===== config.mk =====
export PLATFORM = sky130hd
export DESIGN_NAME = pru_predictor
export DESIGN_NICKNAME = d
export VERILOG_FILES = /design/src/pru_pkg.sv /design/src/pru_predictor.sv
export SDC_FILE = /design/constraint.sdc
export NUM_CORES = 1
export LEC_CHECK = 0
export BUFFER_PORTS_ARGS = -buffer_cell sky130_fd_sc_hd__buf_4
export CAP_MARGIN = 15
export CORE_ASPECT_RATIO = 1.75
export CORE_MARGIN = 2
export CORE_UTILIZATION = 40
export DETAILED_ROUTE_END_ITERATION = 6
export GPL_TIMING_DRIVEN = 1
export PLACE_DENSITY = 0.68
export SYNTH_ARGS = -nofsm -noshare
export SYNTH_HDL_FRONTEND = slang
export SYNTH_SLANG_ARGS = --single-unit

===== constraint.sdc =====
create_clock -name vclk -period 11.45
set_input_delay 0 -clock vclk [all_inputs]
set_output_delay 0 -clock vclk [all_outputs]
set_load 0.01 [all_outputs]

===== src/pru_pkg.sv =====
package pru_pkg;

  typedef enum logic [2:0] {
    FILT_NONE  = 3'd0,
    FILT_SUB   = 3'd1,
    FILT_UP    = 3'd2,
    FILT_AVG   = 3'd3,
    FILT_PAETH = 3'd4
  } filt_t;

  typedef enum logic [1:0] {
    REG_BPP       = 2'd0,
    REG_ROW_BYTES = 2'd1
  } reg_idx_t;

  // what travels with a byte from the input stage to the reconstruction stage
  typedef struct packed {
    logic is_filter;
    logic last;
    logic start;
  } item_tag_t;

  function automatic filt_t decode_filter(input logic [7:0] code);
    filt_t f;
    case (code)
      8'd1:    f = FILT_SUB;
      8'd2:    f = FILT_UP;
      8'd3:    f = FILT_AVG;
      8'd4:    f = FILT_PAETH;
      default: f = FILT_NONE;
    endcase
    return f;
  endfunction

endpackage


===== src/pru_predictor.sv =====
module pru_predictor (
  input  pru_pkg::filt_t filter,
  input  logic [7:0]     d,
  input  logic [7:0]     a,
  input  logic [7:0]     b,
  input  logic [7:0]     c,
  output logic [7:0]     res
);

  logic signed [10:0] pa_s;
  logic signed [10:0] pb_s;
  logic signed [10:0] pc_s;
  logic [9:0]         pa;
  logic [9:0]         pb;
  logic [9:0]         pc;
  logic [7:0]         paeth;
  logic [8:0]         avg_sum;
  logic [7:0]         pred;

  always_comb begin
    pa_s = $signed({3'b000, b}) - $signed({3'b000, c});
    pb_s = $signed({3'b000, a}) - $signed({3'b000, c});
    pc_s = $signed({3'b000, a}) + $signed({3'b000, b}) - $signed({2'b00, c, 1'b0});
    pa   = pa_s[10] ? 10'(-pa_s) : pa_s[9:0];
    pb   = pb_s[10] ? 10'(-pb_s) : pb_s[9:0];
    pc   = pc_s[10] ? 10'(-pc_s) : pc_s[9:0];
    if (pa <= pb && pa <= pc) begin
      paeth = a;
    end else if (pb <= pc) begin
      paeth = b;
    end else begin
      paeth = c;
    end
    avg_sum = {1'b0, a} + {1'b0, b};
    case (filter)
      pru_pkg::FILT_SUB:   pred = a;
      pru_pkg::FILT_UP:    pred = b;
      pru_pkg::FILT_AVG:   pred = avg_sum[8:1];
      pru_pkg::FILT_PAETH: pred = paeth;
      default:             pred = 8'd0;
    endcase
    res = d + pred;
  end

endmodule

After elaboration in Yosys (flattened, before gate mapping)

Index checks and enable logic that the tools add are counted.

Add/sub/neg operators: 9
Magnitude comparators: 3
Eq/ne operators: 4
Multiplexer cells: 6
Reduce and logical (&&, ||, !) cells: 1

Operators by type and width:

| kind                                                                   | count |
|---|---|
| 8-bit one-hot mux with 4 select lines                                  | 1 |
| 10-bit <= comparator                                                   | 3 |
| 10-bit two-way mux                                                     | 3 |
| 9-bit negator with 10-bit output                                       | 2 |
| 8-bit by 8-bit adder with 9-bit output                                 | 2 |
| 8-bit by 8-bit subtractor with 9-bit output                            | 2 |
| 8-bit two-way mux                                                      | 2 |
| 10-bit negator                                                         | 1 |
| 9-bit by 9-bit subtractor with 10-bit output                           | 1 |
| 8-bit adder                                                            | 1 |
| 3-bit by 2-bit equality test with 1-bit output (second input constant) | 2 |
| 3-bit by 1-bit equality test with 1-bit output (second input constant) | 1 |
| 3-bit equality test (second input constant)                            | 1 |
| 1-bit logical AND                                                      | 1 |

Flip-flop bits (word level): 0
Input port bits: 35
Output and inout bits: 8

Depth between registers and ports, before layout

Gate-level depths: netlist of run 1.

Word-level depth: 9
Depth in mapped cells: 32
Mapped depth without buffers: 32

Worst setup path after synthesis of run 1

OpenSTA, ideal clock, no wires.

Path kind: input to output
Start: input port a[2]
End: output port res[7]
Data arrival time: 5.404 ns
Path slack: 6.046 ns
Stages: 27
Cells stage by stage: inv_1 fa_1 inv_1 ha_1 nor2b_1 o31ai_1 xor2_1 nand4_1 or2_1 nor2b_1 xnor2_1 ha_1 nand3_1 or3_4 o32ai_4 or2b_4 o21a_1 inv_1 ha_1 a21o_1 a21oi_1 o21bai_1 a21oi_1 o21bai_1 a21oi_1 xnor2_1 xnor2_1

Word-level cells in the longest chain between the ends: 9
Elaborated cells on any way between the ends: 16
Those cells by class: add/sub (7); order compare (3); mux (5); reduce/logical (1)

Ends and longest elaborated chain:

| item                                                          | RTL line                                 | source |
|---|---|---|
| start: declaration                                            | pru_predictor.sv:4                       | `input logic [7:0] a,` |
| 8-bit by 8-bit adder with 9-bit output                        | pru_predictor.sv:23, pru_predictor.sv:34 |  |
| 9-bit by 9-bit subtractor with 10-bit output                  | pru_predictor.sv:23                      | `pc_s = $signed({3'b000, a}) + $signed({3'b000, b}) - $signed({2'b00, c, 1'b0});` |
| 10-bit negator                                                | pru_predictor.sv:26                      | `pc = pc_s[10] ? 10'(-pc_s) : pc_s[9:0];` |
| 10-bit two-way mux                                            | pru_predictor.sv:26                      |  |
| 10-bit <= comparator (on tied branches)                       | pru_predictor.sv:29, pru_predictor.sv:27 |  |
| 8-bit two-way mux / 1-bit logical AND (equally long branches) | pru_predictor.sv:29, pru_predictor.sv:27 |  |
| 8-bit two-way mux                                             | pru_predictor.sv:27                      | `if (pa <= pb && pa <= pc) begin` |
| 8-bit one-hot mux with 4 select lines *                       | pru_predictor.sv:35                      | `case (filter)` |
| 8-bit adder *                                                 | pru_predictor.sv:42                      | `res = d + pred;` |
| end: declaration                                              | pru_predictor.sv:7                       | `output logic [7:0] res` |

Mark *: on every way between the ends. The rest lies on a longest branch, timed or not.

Worst setup path in the final report of run 1

Same ends and word-level chain as after synthesis.

==> run_summary.xml, run 1 <==
<?xml version="1.0" encoding="UTF-8"?>
<metrics>
  <group name="critical_path">
    <metric name="path_common_cell" unit="">a21oi_1</metric>
    <metric name="worst_path_max_delay_cell" unit="">o21ai_1</metric>
    <metric name="cp_data_arrival_time" unit="ns">6.37</metric>
    <metric name="cp_max_fo" unit="">12</metric>
    <metric name="timing_worst_setup_path_type" unit="">in -&gt; out</metric>
    <metric name="startpoint_type" unit="">primary input</metric>
    <metric name="required" unit="ns">11.45</metric>
    <metric name="worst_setup_path_startpoint" unit="">a[2]</metric>
    <metric name="critical_path.max_stage_delay" unit="ns">0.65</metric>
    <metric name="critPathCaptureType" unit="">output pin</metric>
  </group>
  <group name="detailed_routing">
    <metric name="drc" unit="">0</metric>
    <metric name="drt-wirelength-per-cell" unit="microns">16.7</metric>
    <metric name="vias" unit="">3439</metric>
    <metric name="route.antenna.remaining_nets" unit="">0</metric>
    <metric name="first_iter_violations" unit="">245</metric>
    <metric name="routed_via_density" unit="">5.87</metric>
    <metric name="drt-pass1-iter-count" unit="">4</metric>
    <metric name="wl" unit="mm">9.79</metric>
  </group>
  <group name="floorplan">
    <metric name="die_width" unit="microns">73.5</metric>
    <metric name="std_cell_rows" unit="">44</metric>
    <metric name="die_height" unit="microns">126</metric>
    <metric name="initial_core_util" unit="%">41.0</metric>
    <metric name="core" unit="sq um">8260</metric>
    <metric name="top_level_ports" unit="">43</metric>
    <metric name="floorplan.die_area" unit="sq um">9240</metric>
  </group>
  <group name="placed_design">
    <metric name="gp_congestion" unit="">0.936</metric>
    <metric name="place_hpwl" unit="mm">8.65</metric>
    <metric name="portBuffers" unit="">43</metric>
    <metric name="post-place-ws" unit="ns">5.14</metric>
  </group>
  <group name="synth">
    <metric name="yosysWarnings" unit="">0</metric>
    <metric name="ys_types" unit="">60</metric>
    <metric name="synth.cell_area" unit="sq um">3380</metric>
    <metric name="ys_seq_area_share" unit="%">0</metric>
    <metric name="synthCells" unit="">456</metric>
    <metric name="avgSynthCellArea" unit="sq um">7.42</metric>
  </group>
  <group name="sta">
    <metric name="clock.fmax" unit="MHz">157</metric>
    <metric name="setup_slack" unit="ns">5.08</metric>
    <metric name="max_slew.worst_pin.slew" unit="ns">0.917</metric>
    <metric name="totalNegativeSetupSlack" unit="ns">0</metric>
    <metric name="timing.slew.headroom" unit="%">38.7</metric>
    <metric name="drv_slew" unit="">0</metric>
    <metric name="layout_min_cycle_time" unit="ns">6.37</metric>
    <metric name="final_hold_viol_count" unit="">0</metric>
    <metric name="unrepaired_setup_endpoints_after_global_routing" unit="">no</metric>
    <metric name="final_min_period_over_clock_period" unit="%">55.6</metric>
    <metric name="setup_violations" unit="">0</metric>
  </group>
  <group name="clock_network">
    <metric name="postCtsResizedCells" unit="">0</metric>
    <metric name="cts_setup_buffers" unit="">0</metric>
    <metric name="cts.hold.buffers_added" unit="">0</metric>
  </group>
  <group name="power">
    <metric name="ratio_of_total_power_to_cell_area" unit="nW/um^2">119</metric>
    <metric name="finalPower" unit="uW">451</metric>
    <metric name="leakagePower" unit="uW">0.00192</metric>
    <metric name="vdd_ir_drop_max" unit="uV">59.5</metric>
  </group>
  <group name="outcome">
    <metric name="run_status" unit="">finished, final reports clean</metric>
  </group>
  <group name="grt">
    <metric name="grt_pass1_wl" unit="mm">16.5</metric>
    <metric name="grt_start_max_net_pins" unit="">18</metric>
    <metric name="number_of_global_route_vias_before_repair" unit="">3679</metric>
    <metric name="groute.usage.overall" unit="%">21.9</metric>
    <metric name="grt_overflow_total" unit="">0</metric>
    <metric name="antenna_found_initial" unit="">0</metric>
  </group>
  <group name="min_path">
    <metric name="worstHoldStart" unit="">d[0]</metric>
    <metric name="whs_path_depth" unit="">3</metric>
    <metric name="timing.hold.worst.class" unit="">in -&gt; out</metric>
  </group>
  <group name="layout">
    <metric name="nets" unit="">611</metric>
    <metric name="seqCellArea" unit="sq um">0</metric>
    <metric name="multi_input_area" unit="sq um">3100</metric>
    <metric name="diodes" unit="">0</metric>
    <metric name="fillers" unit="">859</metric>
    <metric name="numSequentialCells" unit="">0</metric>
    <metric name="layout.clock_buffers" unit="">0</metric>
    <metric name="final_core_utilization" unit="%">46.0</metric>
    <metric name="drive_above_1_share" unit="%">11.5</metric>
    <metric name="flow.area_growth_from_synthesis" unit="%">12.4</metric>
  </group>
  <group name="run">
    <metric name="maxCapViolations" unit="">0</metric>
  </group>
</metrics>
cell usage in the layout (no fill, tap or decap), drive strengths merged, types with 2 or more instances in the layout:
cell type | netlist | final
a211o | 2 | 2
a211oi | 3 | 3
a21o | 19 | 19
a21oi | 35 | 35
a22oi | 7 | 7
a31oi | 10 | 10
and2 | 2 | 2
and3b | 2 | 2
buf | 2 | 43
conb | 2 | 4
fa | 11 | 11
ha | 69 | 69
inv | 70 | 70
maj3 | 2 | 2
nand2 | 20 | 20
nand3 | 10 | 10
nand4 | 7 | 7
nor2 | 28 | 28
nor2b | 7 | 7
nor3 | 4 | 4
nor3b | 2 | 2
nor4b | 2 | 2
o21a | 9 | 9
o21ai | 31 | 31
o21bai | 8 | 8
o22ai | 4 | 4
o31ai | 4 | 4
or2 | 5 | 5
or3 | 6 | 6
or4 | 2 | 2
xnor2 | 32 | 32
xor2 | 17 | 17
critical path: cells and delay by family:
kind,cells,cell delay [ns]
buffers and inverters,5,0.42
AND/OR/NAND/NOR,6,1.17
XOR/XNOR,3,0.39
AO/OA/AOI/OAI,14,2.93
adder cells (fa/ha/maj),4,1.45
area by class of cell:
| class | instances | area share, % |
|---|---|---|
| timing repair buffer | 43 | 8.49 |
| tap | 92 | 3.03 |
| inverter | 70 | 6.91 |
| multi-input combinational | 381 | 81.6 |
cell families (layout without fill, tap and decap cells):
family	count (synthesis)	in the layout	share of synthesized area, %
AOI/OAI and AO/OA	142	142	29.0
and+or+nand+nor	102	102	15.8
adders and majority gates	82	82	32.6
buffers and inverters	77	113	8.58
xor gates and xnor gates	49	49	13.1
other	2	4	0.222
muxes	2	2	0.629
worst paths after layout:
check,slack [ns],end
worst min-delay path,0.31,res[0]
worst max-delay path,5.08,res[7]
power by group:
part | switching [uW] | internal (uW) | total [uW] | leakage (uW)
registers | 0 | 0 | 0 | 0
clock network | 0 | 0 | 0 | 0
logic | 257 | 194 | 451 | 0.00192
through the flow:
| stage | cells | instance area [sq um] | hold slack (ns) |
|---|---|---|---|
| 2_1_floorplan | 458 | 3390 | 0.151 |
| 3_3_place_gp | 586 | 3800 | 0.309 |
| 3_5_place_dp | 586 | 3800 | 0.306 |
| 4_1_cts | 586 | 3800 | 0.310 |
| 5_1_grt | 586 | 3800 | 0.314 |
| 6_report | 586 | 3800 | 0.307 |
layer usage:
layer | vias to the layer above | GRT usage (%) | part of all wire, %
met1 | 1575 | 22.6 | 36
met5 | - | 0 | 0
met4 | 0 | 12.7 | 7.1
li1 | 1690 | - | -
met3 | 48 | 1.36 | 3.4
met2 | 126 | 41.1 | 54
cells in the mapped netlist, types with 4 or more instances:
| cell type | count | area, sq um |
|---|---|---|
| nor2_1 | 28 | 105 |
| o21a_1 | 9 | 67.6 |
| fa_1 | 11 | 220 |
| nor2b_1 | 7 | 43.8 |
| o21ai_0 | 16 | 80.1 |
| a22oi_1 | 7 | 52.6 |
| a21oi_1 | 34 | 170 |
| nand2_1 | 20 | 75.1 |
| xnor2_1 | 32 | 280 |
| a21o_1 | 19 | 143 |
| a31oi_1 | 9 | 56.3 |
| nand4_1 | 7 | 43.8 |
| inv_1 | 70 | 263 |
| o21ai_1 | 15 | 75.1 |
| or3_1 | 4 | 25.0 |
| ha_1 | 69 | 863 |
| o21bai_1 | 8 | 60.1 |
| clkbuf_1 | 5 | 18.8 |
| nand3_1 | 10 | 50.1 |
| nor3_1 | 4 | 20.0 |
| xor2_1 | 15 | 131 |
Power figures use the tool's default switching activity.
==> run 2, diff against run 1 <==
Clock period 11.45 ns to 6.3 ns, I/O delays scaled along.
==> run 2 against run 1 <==
Effect of this change:
- combinational power rose by 88%
- sequential share of layout area did not move
- final area rose by 1.6%
- power rose by 87%
- worst setup slack got worse by 4.7 ns
- first-iteration DRC count fell by 38%
- critical path type unchanged
- largest cell class unchanged
- largest power group unchanged
- highest routed layer unchanged
==> run_summary.xml, run 2 (synthesis gave the netlist of run 1 again) <==
<?xml version="1.0" encoding="UTF-8"?>
<metrics>
  <group name="layout">
    <metric name="multi_input_area" unit="sq um">3120</metric>
    <metric name="mostFrequentLayoutCells" unit="">inv_1, ha_1, buf_4</metric>
    <metric name="mostFrequentLayoutCell" unit="">inv_1</metric>
    <metric name="numSequentialCells" unit="">0</metric>
    <metric name="flow.area_growth_from_synthesis" unit="%">14.2</metric>
    <metric name="seqCellArea" unit="sq um">0</metric>
    <metric name="final_core_utilization" unit="%">46.8</metric>
    <metric name="fillers" unit="">844</metric>
    <metric name="layout.clock_buffers" unit="">0</metric>
    <metric name="drive_above_1_share" unit="%">13.4</metric>
    <metric name="nets" unit="">616</metric>
    <metric name="diodes" unit="">0</metric>
  </group>
  <group name="power">
    <metric name="vdd_ir_drop_max" unit="uV">106</metric>
    <metric name="p_sw_share" unit="%">56.4</metric>
    <metric name="leakagePower" unit="uW">0.00195</metric>
    <metric name="internal_power" unit="uW">369</metric>
    <metric name="clockPowerShare" unit="%">0</metric>
    <metric name="combPwrFrac" unit="%">100.0</metric>
    <metric name="ratio_of_total_power_to_cell_area" unit="nW/um^2">219</metric>
    <metric name="power.sequential.fraction" unit="%">0</metric>
    <metric name="total_switching_power" unit="uW">477</metric>
  </group>
  <group name="outcome">
    <metric name="run_status" unit="">finished, final reports clean</metric>
  </group>
  <group name="sta">
    <metric name="totalNegativeSetupSlack" unit="ns">0</metric>
    <metric name="final_hold_viol_count" unit="">0</metric>
    <metric name="unrepaired_setup_endpoints_after_global_routing" unit="">no</metric>
    <metric name="clock.fmax" unit="MHz">169</metric>
    <metric name="setup_violations" unit="">0</metric>
    <metric name="drv_slew" unit="">0</metric>
    <metric name="layout_min_cycle_time" unit="ns">5.93</metric>
    <metric name="timing.slew.headroom" unit="%">38.4</metric>
    <metric name="max_slew.worst_pin.slew" unit="ns">0.921</metric>
    <metric name="final_min_period_over_clock_period" unit="%">94.1</metric>
    <metric name="setup_slack" unit="ns">0.371</metric>
  </group>
  <group name="floorplan">
    <metric name="die_height" unit="microns">126</metric>
    <metric name="top_level_ports" unit="">43</metric>
    <metric name="std_cell_rows" unit="">44</metric>
    <metric name="die_width" unit="microns">73.5</metric>
    <metric name="initial_core_util" unit="%">41.0</metric>
    <metric name="floorplan.die_area" unit="sq um">9240</metric>
    <metric name="core" unit="sq um">8260</metric>
  </group>
  <group name="grt">
    <metric name="groute.usage.overall" unit="%">21.4</metric>
    <metric name="grt_pass1_wl" unit="mm">15.9</metric>
    <metric name="number_of_global_route_vias_before_repair" unit="">3509</metric>
    <metric name="antenna_found_initial" unit="">0</metric>
    <metric name="grt_start_max_net_pins" unit="">18</metric>
    <metric name="grt_overflow_total" unit="">0</metric>
  </group>
  <group name="run">
    <metric name="maxCapViolations" unit="">0</metric>
  </group>
  <group name="critical_path">
    <metric name="startpoint_type" unit="">primary input</metric>
    <metric name="required" unit="ns">6.30</metric>
    <metric name="critical_path.max_stage_delay" unit="ns">0.41</metric>
    <metric name="cp_data_arrival_time" unit="ns">5.93</metric>
    <metric name="cp_max_fo" unit="">7</metric>
    <metric name="worst_path_max_delay_cell" unit="">fa_1</metric>
    <metric name="timing_worst_setup_path_type" unit="">in -&gt; out</metric>
    <metric name="critPathCaptureType" unit="">output pin</metric>
  </group>
  <group name="detailed_routing">
    <metric name="route.antenna.remaining_nets" unit="">0</metric>
    <metric name="routed_via_density" unit="">5.72</metric>
    <metric name="drt-pass1-iter-count" unit="">4</metric>
    <metric name="drt-wirelength-per-cell" unit="microns">16.8</metric>
    <metric name="vias" unit="">3381</metric>
    <metric name="wl" unit="mm">9.90</metric>
    <metric name="drc" unit="">0</metric>
    <metric name="first_iter_violations" unit="">152</metric>
  </group>
  <group name="min_path">
    <metric name="timing.hold.worst.class" unit="">in -&gt; out</metric>
  </group>
  <group name="placed_design">
    <metric name="gp_congestion" unit="">0.995</metric>
    <metric name="place_hpwl" unit="mm">8.81</metric>
    <metric name="portBuffers" unit="">43</metric>
    <metric name="post-place-ws" unit="ns">0.123</metric>
  </group>
</metrics>
## run 2: cell count changes in the layout (fill, tap and decap cells not counted), sizes merged
cell / before / now
buf: 43 / 48
## run 2: power groups by stage
stage | Sequential (uW) | Clock [uW] | Combinational [uW]
4_1_cts | 0 | 0 | 840
3_3_place_gp | 0 | 0 | 809
6_report | 0 | 0 | 846
5_1_grt | 0 | 0 | 940
3_5_place_dp | 0 | 0 | 834
2_1_floorplan | 0 | 0 | 608
## run 2: layout make-up
class,count,area share [%]
timing repair buffer,48,9.33
multi-input combinational,381,80.9
tap,92,2.98
inverter,70,6.80
## run 2: per-stage QoR
step	power (uW)	hold slack, ns	cells	cell area [sq um]
6_report	846	0.308	591	3860
5_1_grt	940	0.334	591	3860
4_1_cts	840	0.312	591	3840
3_5_place_dp	834	0.312	591	3840
3_3_place_gp	809	0.306	591	3840
2_1_floorplan	608	0.151	458	3390
## run 2: per-layer routing
metal / global-route usage, % / vias to the layer above / wire length [microns]
met5: 0 / - / 0
met4: 10.1 / 0 / 581
met3: 1.12 / 38 / 288
met2: 42.3 / 94 / 5460
met1: 21.2 / 1551 / 3570
li1: - / 1698 / -
## run 2: repair_timing
item	in CTS	in global routing
gates resized for setup	0	5
endpoints found under the setup margin	0	2
hold endpoints to repair	0	0
setup buffers	0	0
hold buffers	0	0
## run 2: worst max-delay path: cells and delay by family
family	cells	cell delay, ns
AOI/OAI and AO/OA	17	2.86
xor gates and xnor gates	3	0.52
adders and majority gates	4	1.14
buffers and inverters	6	0.60
and+or+nand+nor	4	0.79
## run 2: path summary, 6_finish.rpt
kind | cells after the start | from | slack (ns) | end
setup / recovery | 34 | b[0] | 0.37 | res[7]
hold / removal | 3 | d[0] | 0.31 | res[0]
==> run 3, diff against run 2 <==
Settings changed: ABC_AREA set to 1, GPL_ROUTABILITY_DRIVEN set to 0, PLACE_DENSITY 0.68 to 0.67.
Clock period 6.3 ns to 6.15 ns, I/O delays scaled along.
==> run 3 against run 2 <==
Effect of this change:
- non-clock buffer count down 3
- area after synthesis up 5.8%
- final area up 5.4%
- synthesized cell count up 29%
- global-route usage up 1.2 points
- final cell count up 27%
- critical endpoint is now res[6]
- largest cell class unchanged
- highest routed layer unchanged
==> run_summary.xml, run 3 <==
<?xml version="1.0" encoding="UTF-8"?>
<metrics>
  <group name="sta">
    <metric name="timing.slew.headroom" unit="%">44.7</metric>
    <metric name="layout_min_cycle_time" unit="ns">5.50</metric>
    <metric name="max_slew.worst_pin.slew" unit="ns">0.823</metric>
    <metric name="totalNegativeSetupSlack" unit="ns">0</metric>
    <metric name="unrepaired_setup_endpoints_after_global_routing" unit="">no</metric>
    <metric name="final_hold_viol_count" unit="">0</metric>
    <metric name="setup_violations" unit="">0</metric>
    <metric name="drv_slew" unit="">0</metric>
    <metric name="clock.fmax" unit="MHz">182</metric>
    <metric name="final_min_period_over_clock_period" unit="%">89.4</metric>
    <metric name="setup_slack" unit="ns">0.652</metric>
  </group>
  <group name="clock_network">
    <metric name="cts.hold.buffers_added" unit="">0</metric>
  </group>
  <group name="detailed_routing">
    <metric name="route.antenna.remaining_nets" unit="">0</metric>
    <metric name="first_iter_violations" unit="">138</metric>
    <metric name="wl" unit="mm">10.4</metric>
    <metric name="vias" unit="">3827</metric>
    <metric name="drt-wirelength-per-cell" unit="microns">13.9</metric>
    <metric name="drt-pass1-iter-count" unit="">4</metric>
    <metric name="drc" unit="">0</metric>
    <metric name="routed_via_density" unit="">5.11</metric>
  </group>
  <group name="floorplan">
    <metric name="core" unit="sq um">8670</metric>
    <metric name="die_width" unit="microns">75.5</metric>
    <metric name="std_cell_rows" unit="">45</metric>
    <metric name="initial_core_util" unit="%">41.3</metric>
    <metric name="die_height" unit="microns">129</metric>
    <metric name="top_level_ports" unit="">43</metric>
    <metric name="floorplan.die_area" unit="sq um">9760</metric>
  </group>
  <group name="layout">
    <metric name="drive_above_1_share" unit="%">13.3</metric>
    <metric name="fillers" unit="">970</metric>
    <metric name="fin_cells" unit="">749</metric>
    <metric name="seqCellArea" unit="sq um">0</metric>
    <metric name="mostFrequentLayoutCells" unit="">inv_1, nand2_1, ha_1</metric>
    <metric name="nets" unit="">749</metric>
    <metric name="mostFrequentLayoutCell" unit="">inv_1</metric>
    <metric name="diodes" unit="">0</metric>
    <metric name="layout.clock_buffers" unit="">0</metric>
    <metric name="numSequentialCells" unit="">0</metric>
    <metric name="flow.area_growth_from_synthesis" unit="%">13.7</metric>
  </group>
  <group name="grt">
    <metric name="grt.busiest_layer" unit="">met2</metric>
    <metric name="antenna_found_initial" unit="">0</metric>
    <metric name="number_of_global_route_vias_before_repair" unit="">3946</metric>
    <metric name="groute.layer.met2.usage" unit="%">44.8</metric>
    <metric name="groute.usage.overall" unit="%">22.6</metric>
    <metric name="grt_pass1_wl" unit="mm">17.3</metric>
    <metric name="grt_start_max_net_pins" unit="">16</metric>
    <metric name="met1_usage" unit="%">22.0</metric>
    <metric name="grt_overflow_total" unit="">0</metric>
    <metric name="groute.layer.met3.usage" unit="%">0.622</metric>
  </group>
  <group name="synth">
    <metric name="ys_types" unit="">39</metric>
    <metric name="yosysMostFrequentCell" unit="">inv_1</metric>
    <metric name="synthCells" unit="">588</metric>
    <metric name="avgSynthCellArea" unit="sq um">6.09</metric>
    <metric name="leading_post_synthesis_cells_by_cell_area" unit="">ha_1, inv_1, nand2_1</metric>
    <metric name="ys_seq_area_share" unit="%">0</metric>
    <metric name="synth.top_cells.by_count" unit="">inv_1, nand2_1, ha_1</metric>
    <metric name="synth.cell_area" unit="sq um">3580</metric>
    <metric name="yosysTopAreaCellShare" unit="%">24.1</metric>
    <metric name="yosysWarnings" unit="">0</metric>
    <metric name="netlist.top_cell.by_area" unit="">ha_1</metric>
  </group>
  <group name="power">
    <metric name="vdd_ir_drop_max" unit="uV">79.1</metric>
    <metric name="leakagePower" unit="uW">0.00242</metric>
    <metric name="ratio_of_total_power_to_cell_area" unit="nW/um^2">196</metric>
  </group>
  <group name="critical_path">
    <metric name="critPathCaptureType" unit="">output pin</metric>
    <metric name="cp_data_arrival_time" unit="ns">5.50</metric>
    <metric name="path_common_cell" unit="">inv_1</metric>
    <metric name="cp_max_fo" unit="">15</metric>
    <metric name="startpoint_type" unit="">primary input</metric>
    <metric name="timing_worst_setup_path_type" unit="">in -&gt; out</metric>
    <metric name="required" unit="ns">6.15</metric>
    <metric name="critical_path.max_stage_delay" unit="ns">0.54</metric>
    <metric name="worst_path_max_delay_cell" unit="">fa_1</metric>
  </group>
  <group name="outcome">
    <metric name="run_status" unit="">finished, final reports clean</metric>
  </group>
  <group name="min_path">
    <metric name="timing.hold.worst.class" unit="">in -&gt; out</metric>
  </group>
  <group name="placed_design">
    <metric name="placed_cells_incl_taps" unit="">748</metric>
    <metric name="portBuffers" unit="">43</metric>
    <metric name="place_hpwl" unit="mm">9.38</metric>
    <metric name="post-place-ws" unit="ns">0.472</metric>
  </group>
  <group name="run">
    <metric name="maxCapViolations" unit="">0</metric>
  </group>
</metrics>
-- run 3: per-layer routing --
metal / vias up / share of wire (%)
met3: 37 / 1.8
met1: 1721 / 36
met5: - / 0
li1: 1980 / -
met4: 0 / 6.5
met2: 89 / 56
-- run 3: final timing paths --
| path | start | end | slack (ns) | cells past startpoint |
|---|---|---|---|---|
| hold / removal | d[0] | res[0] | 0.31 | 3 |
| setup / recovery | a[2] | res[6] | 0.65 | 35 |
-- run 3: metrics by stage --
stage | power (uW) | hold slack, ns | utilization (%) | cell area, sq um
finish | 798 | 0.312 | 47.0 | 4070
global route | 914 | 0.327 | 47.0 | 4070
CTS | 786 | 0.319 | 46.6 | 4040
detailed placement | 783 | 0.319 | 46.6 | 4040
global placement | 759 | 0.300 | 46.6 | 4040
floorplan | 581 | 0.151 | - | 3590
-- run 3: cells by family (layout without fill, tap and decap cells) --
family | count (synthesis) | in the layout | share of synthesized area [%]
other | 2 | 4 | 0.210
and+or+nand+nor | 236 | 236 | 30.2
xor gates and xnor gates | 31 | 31 | 7.79
buffers and inverters | 142 | 184 | 15.3
adders and majority gates | 80 | 80 | 30.3
AOI/OAI and AO/OA | 97 | 97 | 16.2
-- run 3: critical path, delay by kind of cell --
family,cells,cell delay (ns)
xor+xnor,2,0.31
compound gates,6,1.03
fa+ha+maj,5,1.81
simple gates,14,1.61
buf+inv,8,0.72
-- run 3: what timing repair did --
action | CTS | global route
setup endpoints to repair | 0 | 2
gates resized for setup | 0 | 7
setup buffers | 0 | 1
-- run 3: power breakdown --
part	internal [uW]	total [uW]	switching [uW]	leakage [uW]
combinational	308	798	490	0.00242
clock	0	0	0	0
sequential	0	0	0	0
total	308	798	490	0.00242
-- run 3: final cells by class --
| class | instances | area (sq um) | share of cell area (%) |
|---|---|---|---|
| well taps | 117 | 146 | 3.60 |
| inverters | 139 | 522 | 12.8 |
| multi-input cells | 448 | 3070 | 75.3 |
| repair buffers | 45 | 338 | 8.30 |
